--- src/rtl/sbp_fifo.sv ---
module sbp_fifo #(
  parameter int Width = 8,
  parameter int Depth = 2
) (
  input  logic             clk_i,
  input  logic             rst_ni,
  input  logic             push_i,
  input  logic [Width-1:0] data_i,
  output logic             full_o,
  input  logic             pop_i,
  output logic [Width-1:0] data_o,
  output logic             empty_o
);

  localparam int AW = (Depth > 1) ? $clog2(Depth) : 1;

  logic [Width-1:0] mem_q [Depth];
  logic [AW-1:0]    wr_q, wr_d, rd_q, rd_d;
  logic [AW:0]      cnt_q, cnt_d;
  logic             do_push, do_pop;

  assign full_o  = (cnt_q == (AW+1)'(Depth));
  assign empty_o = (cnt_q == '0);
  assign data_o  = mem_q[rd_q];
  assign do_push = push_i && !full_o;
  assign do_pop  = pop_i && !empty_o;

  always_comb begin
    wr_d  = wr_q;
    rd_d  = rd_q;
    cnt_d = cnt_q;
    if (do_push) begin
      wr_d = (wr_q == AW'(Depth - 1)) ? '0 : wr_q + 1'b1;
    end
    if (do_pop) begin
      rd_d = (rd_q == AW'(Depth - 1)) ? '0 : rd_q + 1'b1;
    end
    if (do_push && !do_pop) cnt_d = cnt_q + 1'b1;
    else if (do_pop && !do_push) cnt_d = cnt_q - 1'b1;
  end

  always_ff @(posedge clk_i or negedge rst_ni) begin
    if (!rst_ni) begin
      wr_q  <= '0;
      rd_q  <= '0;
      cnt_q <= '0;
    end else begin
      wr_q  <= wr_d;
      rd_q  <= rd_d;
      cnt_q <= cnt_d;
    end
  end

  always_ff @(posedge clk_i) begin
    if (do_push) mem_q[wr_q] <= data_i;
  end

endmodule

--- config.mk ---
export PLATFORM = sky130hd
export DESIGN_NAME = sbp_fifo
export DESIGN_NICKNAME = d
export VERILOG_FILES = /design/src/rtl/sbp_fifo.sv
export SDC_FILE = /design/constraint.sdc
export NUM_CORES = 1
export LEC_CHECK = 0
export BUFFER_PORTS_ARGS = -buffer_cell sky130_fd_sc_hd__buf_2
export CORE_MARGIN = 2
export CORE_UTILIZATION = 35
export CTS_CLUSTER_SIZE = 20
export DETAILED_ROUTE_END_ITERATION = 8
export HOLD_SLACK_MARGIN = 0.08
export PLACE_DENSITY = 0.61
export SLEW_MARGIN = 30
export SYNTH_ARGS = -nofsm -noshare
export SYNTH_HDL_FRONTEND = slang
export SYNTH_SLANG_ARGS = --single-unit
--- constraint.sdc ---
create_clock -name clk_i -period 4 [get_ports clk_i]
set_input_delay 0.6 -clock clk_i [delete_from_list [all_inputs] [get_ports clk_i]]
set_output_delay 0.6 -clock clk_i [all_outputs]
set_load 0.1 [all_outputs]
==> summary by stage <==
Floorplanning
The area enclosed by the die boundary is 0.002629 mm². The initial utilization of the core area, before any placement, comes to 0.3604. The cell row count is 17. The number of placed I/O pins is 22. Measured along the y axis, the die boundary spans 51.27 µm. The area of the core is roughly 0.0022 mm². The horizontal die dimension is 51.27 µm.

Drt
The highest metal layer with signal wires is met4. The final route contains 426 vias. The first routing iteration left 10 violations.

The detailed-route wire length is 1.110 mm. After detailed routing, the wire length on met1 is approximately 490 µm. The first TritonRoute pass finished after 4 iterations. The final antenna-violating net count is 0. Summed over all nets, wire length on met3 after detailed routing comes to 85 µm. The detailed-route DRC error count is 0. Using the TritonRoute via totals, the vias-per-cell ratio works out to between 4 and 5. Detailed routing placed a total of 513 µm of wire on met2. In the final routed layout, each cell accounts on average for 11.68 µm.

Synth
The net count after synthesis is 57. The count of cell types in the netlist is 15. The synthesized flop and latch total is 20. For this run, the register share of the synthesized area comes to 0.7424. The cell area after technology mapping is 782.0 µm².

Synthesis produced 44 cells. The count of warnings emitted by yosys is 0. Dividing the synthesized area by the synthesized cell count gives 17.77 µm².

CTS
The number of buffers inserted by hold repair at cts is 0. The number of gates resized after CTS is 0. The number of clock sinks is 20. The clock slew seen by the registers of the worst setup and hold paths is 0.10 ns. At the later pin of the worst-skew pair, clock insertion delay measures 0.28 ns. No sink is reached through more buffers than the 2 on the longest clock path. The number of setup buffers added after CTS is 0. CTS built an H-tree with a depth of 1. The total clock buffers created by CTS is 3. The TritonCTS clock tree is built. CTS placed an instance of clkbuf_4 at the clock tree root.

Critical path
The sort of element at the start of the critical path is a flop. For the worst setup path, the data required time is ~3.4 ns. The worst reg2reg path startpoint is cnt_q[0]. The worst register-to-register path ends at mem_q[0][3]. The endpoint arrival time on the critical path is 1.55 ns. Of all nets on the critical path, the largest fanout is 9. The cell count of the worst reg-to-reg path is 3.

The worst setup slack for register-to-register paths is between 2 and 2.5 ns. The sort of element at the end of the critical path is an output pin. The critical path class is flop to output pin.

Worst hold path
The worst hold path belongs to the class input port to async pin.

STA
The clock skew is roughly 0.0044 ns. The final hold violation count is 0. The worst-margin pin slew is 0.6636 ns. The top achievable clock speed is 0.4643 GHz.

The accumulated negative setup slack is 0 ns. Setup violations remaining at the end of the flow were counted as 0. The post-route fraction of the period consumed by the critical path is 0.5385.

The headroom to the max-slew limit is 0.5560. The number of max-slew violations in the final report is 0. Setup repair after global routing left no endpoint under its margin. The post-layout minimum cycle time is approximately 2.2 ns.

GRT
The global-route total usage across every layer is 0.1001. The sum of overflow across all layers after global routing is 0. The number of antenna violations at the first check in global routing is 0. The number of global-route vias before repair is 422. Entering global routing, the biggest net connects 11 pins.

The wire length of the first global-routing pass is 1.869 mm.

Final layout
In the final layout, the share of cells above drive strength 1 is 0.4179. The top cell types in the final layout, fill and taps aside, are 21 x buf_2, 16 x edfxtp_1, 6 x mux2_1. In the final layout, flip-flops and latches occupy 580.6 µm². The area growth from synthesis to layout is 20.16%. The final-stage net count is 82.

The total area of multi-input combinational cells is 188.9 µm². 0 antenna diodes ended up in the layout. Leaving out fill and tap cells, the most frequent cell in the layout is buf_2. Counting the fill cells in the layout gives 221.

Placement
Routability-driven placement finished with a final weighted congestion of 0.6415. The post-DP HPWL is 837.2 µm. During placement, the flow inserted port buffers numbering 21.

Run
The max-cap violation count is 0.

Status
The run finished with clean final reports.
## kinds of logic (layout without fill, tap and decap cells)
group / Yosys count / after routing / synth area share
buffers and inverters: 3 / 26 / 0.01600
multiplexers: 8 / 8 / 0.1152
AND/OR/NAND/NOR: 6 / 6 / 0.03841
adder cells (fa/ha/maj): 1 / 1 / 0.01600
XOR/XNOR: 5 / 5 / 0.06561
AO/OA/AOI/OAI: 1 / 1 / 0.006394
flip-flops: 20 / 20 / 0.7424
## Yosys cell counts, drive strengths merged
cell type / instances / area, µm²
nand2b: 1 / 6.260
nor2: 3 / 11.26
ha: 1 / 12.51
dfrtp: 4 / 100.1
xnor2: 3 / 33.79
xor2: 2 / 17.52
edfxtp: 16 / 480.5
inv: 2 / 7.510
nand2: 1 / 6.260
and3: 1 / 6.260
o21ai: 1 / 5.000
mux2: 8 / 90.08
buf: 1 / 5.000
## worst max path at each step
stage	start	endpoint	slack, ns	cells after the start
2_1_floorplan	cnt_q[0]	empty_o	1.73	1
3_3_place_gp	rd_q	data_o[7]	2.17	2
3_5_place_dp	rd_q	data_o[2]	2.15	2
4_1_cts	rd_q	data_o[2]	1.82	2
5_1_grt	rd_q	data_o[6]	1.77	2
6_report	rd_q	data_o[2]	1.85	2
## area by class of cell
cell class	instances	area share
multi-input cells	21	0.2011
flip-flops and latches	20	0.6178
inverters	2	0.007989
well taps	28	0.03728
repair buffers	21	0.1119
clock buffers	3	0.02397
## state kept, by name (all words and copies together) (netlist names)
register and cells:
mem_q 16, wr_q 1, cnt_q 2, rd_q 1
## stage by stage
| stage | util | hold WS [ns] | worst slack [ns] | instances | area, µm² |
|---|---|---|---|---|---|
| after detailed placement | 0.4227 | 0.4146 | 2.149 | 92 | 917.1 |
| after global placement | 0.4227 | 0.4129 | 2.172 | 92 | 917.1 |
| after CTS | 0.4331 | 0.09597 | 1.819 | 95 | 939.7 |
| after floorplan | - | 0.3044 | 1.727 | 44 | 782.0 |
| final | 0.4331 | 0.09969 | 1.846 | 95 | 939.7 |
| after global routing | 0.4331 | 0.08334 | 1.766 | 95 | 939.7 |
## routing by layer
layer,track usage,vias up
met5,0,-
met3,0.03509,2
met1,0.1260,200
met2,0.1515,17
met4,0.05263,0
li1,-,207
## critical path: stages, from the launching register on
cell and delay [ns]:
dfrtp_1 0.60, mux2_2 0.38, buf_2 0.29
Power is not shown: default switching activity piles up to over one toggle a cycle in this logic, so the estimate is an artifact.
