$ cat config.mk
export PLATFORM = sky130hd
export DESIGN_NAME = sbp_log2
export DESIGN_NICKNAME = d
export VERILOG_FILES = /design/src/rtl/sbp_pkg.sv /design/src/rtl/sbp_log2.sv
export SDC_FILE = /design/constraint.sdc
export NUM_CORES = 2
export LEC_CHECK = 0
export BUFFER_PORTS_ARGS = -buffer_cell sky130_fd_sc_hd__buf_2
export CELL_PAD_IN_SITES_DETAIL_PLACEMENT = 0
export CELL_PAD_IN_SITES_GLOBAL_PLACEMENT = 2
export CORE_ASPECT_RATIO = 0.75
export CORE_UTILIZATION = 42
export CTS_CLUSTER_DIAMETER = 150
export CTS_CLUSTER_SIZE = 10
export DETAILED_ROUTE_END_ITERATION = 16
export PLACE_DENSITY = 0.79
export SLEW_MARGIN = 30
export SYNTH_ARGS = -nofsm -noshare
export SYNTH_HDL_FRONTEND = slang
export SYNTH_SLANG_ARGS = --single-unit
$ cat constraint.sdc
create_clock -name clk_i -period 10.95 [get_ports clk_i]
set_input_delay 1.095 -clock clk_i [delete_from_list [all_inputs] [get_ports clk_i]]
set_output_delay 1.095 -clock clk_i [all_outputs]
set_load 0.005 [all_outputs]
$ cat src/rtl/sbp_pkg.sv
package sbp_pkg;

  localparam int MaxBands = 32;
  localparam int CmdDepth = 2;
  localparam int OutDepth = 4;

  localparam logic [31:0] BinWidthRst = 32'h0001_0000;
  localparam logic [5:0]  BandCapRst  = 6'd32;
  localparam logic [63:0] AccFloor    = 64'd2;

  // log2(10)/10 in Q.24 and 10*log10(2) in Q.16
  localparam logic signed [39:0] Log2TenDiv10 = 40'sd5573271;
  localparam logic signed [55:0] DbPerLog2    = 56'sd197283;
  localparam logic signed [55:0] DbRound      = 56'sd8388608;

  localparam int ExpSteps  = 20;
  localparam int NormSteps = 6;
  localparam int LogSteps  = 16;

  localparam logic [6:0] AccFracBits  = 7'd34;
  localparam logic [6:0] FreqFracBits = 7'd16;
  localparam logic signed [7:0] TermShift = 8'sd12;

  localparam logic signed [15:0] DbMin = 16'sh8000;
  localparam logic signed [15:0] DbMax = 16'sh7FFF;

  // configuration register indexes
  localparam logic [1:0] CfgBinWidth = 2'd0;
  localparam logic [1:0] CfgBandCap  = 2'd1;
  localparam logic [1:0] CfgDensity  = 2'd2;

  // input mode codes
  localparam logic [1:0] ModeLoad  = 2'd0;
  localparam logic [1:0] ModeBin   = 2'd1;
  localparam logic [1:0] ModeStart = 2'd2;

  typedef enum logic [1:0] {
    OpLoad,
    OpBin,
    OpStart
  } sbp_op_e;

  typedef enum logic [1:0] {
    LgIdle,
    LgNorm,
    LgSquare
  } sbp_log_st_e;

  typedef enum logic [4:0] {
    BIdle,
    BLoad,
    BStart,
    BBin,
    BChk,
    BRdLo,
    BRdHi,
    BEval,
    BExp,
    BMulW,
    BShift,
    BAcc,
    BCov,
    BCls,
    BLgAcc,
    BLgCov,
    BLgBw,
    BDb,
    BRnd,
    BEmit,
    BEnd
  } sbp_back_st_e;

  typedef struct packed {
    logic [1:0]         mode;
    logic [5:0]         edge_index;
    logic [31:0]        edge_freq;
    logic signed [15:0] level_db;
  } sbp_in_t;

  typedef struct packed {
    logic [4:0]         band_index;
    logic signed [15:0] band_level_db;
    logic               status;
    logic               last;
  } sbp_out_t;

  typedef struct packed {
    sbp_op_e            op;
    logic [5:0]         edge_index;
    logic [31:0]        edge_freq;
    logic signed [15:0] level_db;
  } sbp_cmd_t;

  typedef struct packed {
    logic        start;
    logic [63:0] x;
    logic [6:0]  fb;
  } sbp_log_req_t;

  typedef struct packed {
    logic               done;
    logic signed [31:0] l;
  } sbp_log_rsp_t;

  typedef logic [30:0] sbp_root_tab_t [ExpSteps];

  function automatic logic [63:0] isqrt64(input logic [63:0] v);
    logic [63:0] x;
    logic [63:0] res;
    logic [63:0] b;
    x   = v;
    res = '0;
    b   = 64'd1 << 62;
    for (int i = 0; i < 32; i++) begin
      if (b > x) b = b >> 2;
    end
    for (int i = 0; i < 32; i++) begin
      if (b != '0) begin
        if (x >= res + b) begin
          x   = x - res - b;
          res = (res >> 1) + b;
        end else begin
          res = res >> 1;
        end
        b = b >> 2;
      end
    end
    return res;
  endfunction

  // factors 2^(2^-j), j = 1..ExpSteps, Q1.30, each the root of the one before
  function automatic sbp_root_tab_t root_table();
    sbp_root_tab_t t;
    logic [63:0]   r;
    r = 64'd2 << 30;
    for (int j = 0; j < ExpSteps; j++) begin
      r    = isqrt64(r << 30);
      t[j] = 31'(r);
    end
    return t;
  endfunction

endpackage

$ cat src/rtl/sbp_log2.sv
module sbp_log2 (
  input  logic                  clk_i,
  input  logic                  rst_ni,
  input  sbp_pkg::sbp_log_req_t req_i,
  output sbp_pkg::sbp_log_rsp_t rsp_o
);

  sbp_pkg::sbp_log_st_e state_q, state_d;
  logic [63:0]        x_q, x_d;
  logic [5:0]         pos_q, pos_d;
  logic [6:0]         fb_q, fb_d;
  logic [3:0]         step_q, step_d;
  logic [15:0]        fr_q, fr_d;
  logic               done_q, done_d;
  logic [5:0]         amt;
  logic [63:0]        hi_mask;
  logic [61:0]        sq;
  logic [31:0]        sq_top;
  logic signed [7:0]  expo;

  always_comb begin
    state_d = state_q;
    x_d     = x_q;
    pos_d   = pos_q;
    fb_d    = fb_q;
    step_d  = step_q;
    fr_d    = fr_q;
    done_d  = 1'b0;
    amt     = 6'(7'd32 >> step_q[2:0]);
    hi_mask = ~({64{1'b1}} >> amt);
    sq      = 62'(x_q[30:0]) * 62'(x_q[30:0]);
    sq_top  = sq[61:30];
    unique case (state_q)
      sbp_pkg::LgIdle: begin
        if (req_i.start) begin
          x_d     = req_i.x;
          fb_d    = req_i.fb;
          pos_d   = 6'd63;
          step_d  = '0;
          fr_d    = '0;
          state_d = sbp_pkg::LgNorm;
        end
      end
      sbp_pkg::LgNorm: begin
        // binary search for the leading one, then take the mantissa in Q1.30
        if (step_q == 4'(sbp_pkg::NormSteps)) begin
          x_d     = 64'(x_q[63:33]);
          step_d  = '0;
          state_d = sbp_pkg::LgSquare;
        end else begin
          if ((x_q & hi_mask) == '0) begin
            x_d   = x_q << amt;
            pos_d = pos_q - amt;
          end
          step_d = step_q + 1'b1;
        end
      end
      sbp_pkg::LgSquare: begin
        fr_d   = {fr_q[14:0], sq_top[31]};
        x_d    = 64'(sq_top[31] ? sq_top[31:1] : sq_top[30:0]);
        step_d = step_q + 1'b1;
        if (step_q == 4'(sbp_pkg::LogSteps - 1)) begin
          done_d  = 1'b1;
          state_d = sbp_pkg::LgIdle;
        end
      end
      default: state_d = sbp_pkg::LgIdle;
    endcase
  end

  always_ff @(posedge clk_i or negedge rst_ni) begin
    if (!rst_ni) begin
      state_q <= sbp_pkg::LgIdle;
      step_q  <= '0;
      done_q  <= 1'b0;
    end else begin
      state_q <= state_d;
      step_q  <= step_d;
      done_q  <= done_d;
    end
  end

  always_ff @(posedge clk_i) begin
    x_q   <= x_d;
    pos_q <= pos_d;
    fb_q  <= fb_d;
    fr_q  <= fr_d;
  end

  assign expo       = $signed({2'b00, pos_q}) - $signed({1'b0, fb_q});
  assign rsp_o.done = done_q;
  assign rsp_o.l    = $signed({{8{expo[7]}}, expo, fr_q});

endmodule

==> run_results.csv <==
group,metric,value,unit
status,status,"finished clean",
setup_path,critical_path.max_fanout,19,
clocking,cts_buffer_depth,2,
finish,drive_gt1_frac,0.0707,
global_routing,antenna_found_initial,4,
synthesis,yosysTopAreaCell,"fa_1",
synthesis,syn_area,36700,µm²
sta,fmax,105,MHz
setup_path,crit_top_cell,"fa_1",
floorplanning,start_util,0.426,
synthesis,yosys.area.top_type_share,0.409,
sta,rsz0062_at_grt,"false",
sta,setup_viol,0,
finish,synthToLayoutAreaGrowth,5.44,%
floorplanning,die_x,343,µm
sta,clock-skew-final,0.0183,ns
detailed_routing,wirelength,121000,µm
placement,dp_hpwl,97600,µm
global_routing,grt_max_degree,65,
clocking,ctsHtreeMaxLevel,3,
clocking,clk_pin_slew,0.09,ns
detailed_routing,drtIter0Drc,2543,
synthesis,yosysSeqAreaShare,0.0809,
placement,port_buffers,106,
clocking,cts_resized,0,
clocking,cts_buffers,9,
sta,min_period_over_period,0.872,
synthesis,synth_nets,5140,
setup_path,endpoint_kind,"flop",
detailed_routing,post_drt_wl_per_cell,23.6,µm
synthesis,yosys-top-cells-count,"969 x inv_1, 749 x fa_1, 422 x nand2_1",
detailed_routing,first_pass_iters,6,
sta,finalSetupTns,0,ns
global_routing,grt_pass1_vias,29000,
finish,fin_nets,5113,
synthesis,synth_area_leaders,"fa_1 41%, ha_1 9.9%, inv_1 9.9%",
setup_path,critPathKind,"flop to flop",
detailed_routing,via_count,27800,
clocking,post_cts_buffers,0,
synthesis,synth_edf_count,93,
synthesis,ys_ff_latch,100,
clocking,cts_tree,"yes",
clocking,hold_buffers,0,
sta,hold_slack,0.547,ns
sta,tightestPinTransition,1.07,ns
detailed_routing,antenna_left,0,
floorplanning,io-pin-count,107,
setup_path,critPathLaunchType,"flop",
placement,place_area,38400,µm²
synthesis,ys_async_sr_fraction,0.0700,
synthesis,ys_warn_count,0,
global_routing,grt_overflow,0,
synthesis,ys_types,86,
setup_path,slowest_delay,0.85,ns
sta,drv_slew,0,
global_routing,track_usage,0.282,
setup_path,cp_slowest_cell,"edfxtp_1",
setup_path,crit_arrival,9.71,ns
clocking,clock-sinks,100,
floorplanning,dieHeight,258,µm
finish,postLayoutCellArea,38700,µm²
sta,hold_violations,0,
synthesis,syn_area_per_cell,9.11,µm²
floorplanning,core,86100,µm²
floorplanning,dieArea,88500,µm²
finish,fillerInstances,8634,
clocking,clockRootBuffer,"clkbuf_16",
sta,period_needed,9.54,ns
flow_run,maxCapViolCount,0,
sta,relSlewSlack,0.286,
global_routing,grt_pass1_wl,187000,µm
synthesis,ys.flop_type,"edfxtp_1",
setup_path,crit_chain,"inv_1 -> nor2_1 -> fa_1 -> fa_1 -> inv_1 -> fa_1 -> fa_1 -> fa_1 -> inv_1 -> fa_1 -> fa_1 -> fa_1 -> ha_1 -> a21oi_1 -> o21ai_0 -> and3_1 -> o22a_1 -> o21ai_0 -> a21oi_1 -> and3b_1 -> buf_4 -> nand3_1 -> a21oi_1",
floorplanning,rows,93,
detailed_routing,drcViolationCount,0,
setup_path,worst_ep_required_time,11.11,ns
clocking,clock_latency,0.40,ns
synthesis,synth_most_common_cell,"inv_1",
detailed_routing,vias_per_cell,5.41,
placement,gp_congestion,0.928,
worst_hold_path,min_path_type,"primary input to asynchronous set/reset pin",
synthesis,synthCells,4026,
[registers in the layout (all words and copies together), names as in the netlist]
register  flops
fb_q          7
step_q        4
state_q       2
x_q          64
done_q        1
pos_q         6
fr_q         16
[critical path: cells and delay by family, from the launching register on]
family / cells / cell delay, ns
flops: 1 / 0.85
compound gates: 6 / 1.64
buf+inv: 4 / 0.96
fa+ha+maj: 9 / 4.37
simple gates: 4 / 1.46
[final timing paths]
kind	to	start	cells past startpoint	slack [ns]
max in group asynchronous	state_q[1]	rst_ni	1	10.20
worst min-delay path	step_q[1]	rst_ni	1	0.55
worst max-delay path	x_q[7]	x_q[8]	23	1.41
min in group clk_i	step_q[3]	step_q[3]	2	0.56
worst min register to register	step_q[3]	step_q[3]	2	0.56
worst max register to register	x_q[7]	x_q[8]	23	1.41
[per-stage QoR]
| stage | setup slack, ns | utilization | instances |
|---|---|---|---|
| CTS | 1.50 | 0.449 | 5144 |
| global route | 1.15 | 0.449 | 5144 |
| detailed placement | 1.54 | 0.446 | 5128 |
| global placement | 1.54 | 0.445 | 5126 |
| floorplan | 3.06 | - | 4026 |
| finish | 1.41 | 0.449 | 5146 |
[per-layer routing]
layer,vias to the layer above,GRT usage,part of all wire
li1,12500,-,-
met1,14100,0.446,0.49
met2,1064,0.399,0.41
met3,90,0.0614,0.087
met4,0,0.0360,0.014
met5,-,0,0
[kinds of logic after synthesis]
family,count (synthesis),share of synthesized area
DFF,100,0.0809
buffers and inverters,1192,0.124
muxes,162,0.0580
adders and majority gates,1040,0.508
xor gates and xnor gates,56,0.0134
and+or+nand+nor,956,0.123
AOI/OAI and AO/OA,520,0.0923
[cell usage in the layout (no fill, tap or decap), drive strengths merged, types with 19 or more instances in the layout]
master    n
nand3    45
xnor2    31
o22ai    54
edfxtp   93
ha      291
a31oi    19
mux2i   119
buf     180
nand2   422
inv     978
xor2     25
fa      749
mux4     40
a21o     35
and2    208
and3     35
nor2    140
a21oi   180
nor3     26
o21ai    75
[layout make-up]
class	instances	area (µm²)	area share
antenna	2	5.00	0.000129
clock buffer	9	225	0.00582
clock inverter	7	65.1	0.00168
inverter	974	3660	0.0945
multi-input combinational	2734	29200	0.755
sequential	100	2970	0.0767
tap	1140	1430	0.0369
timing repair buffer	180	1120	0.0289
Power is left out: the tool's default activity adds up to more than one toggle a clock period on the data nets, which glitch-free logic cannot reach.
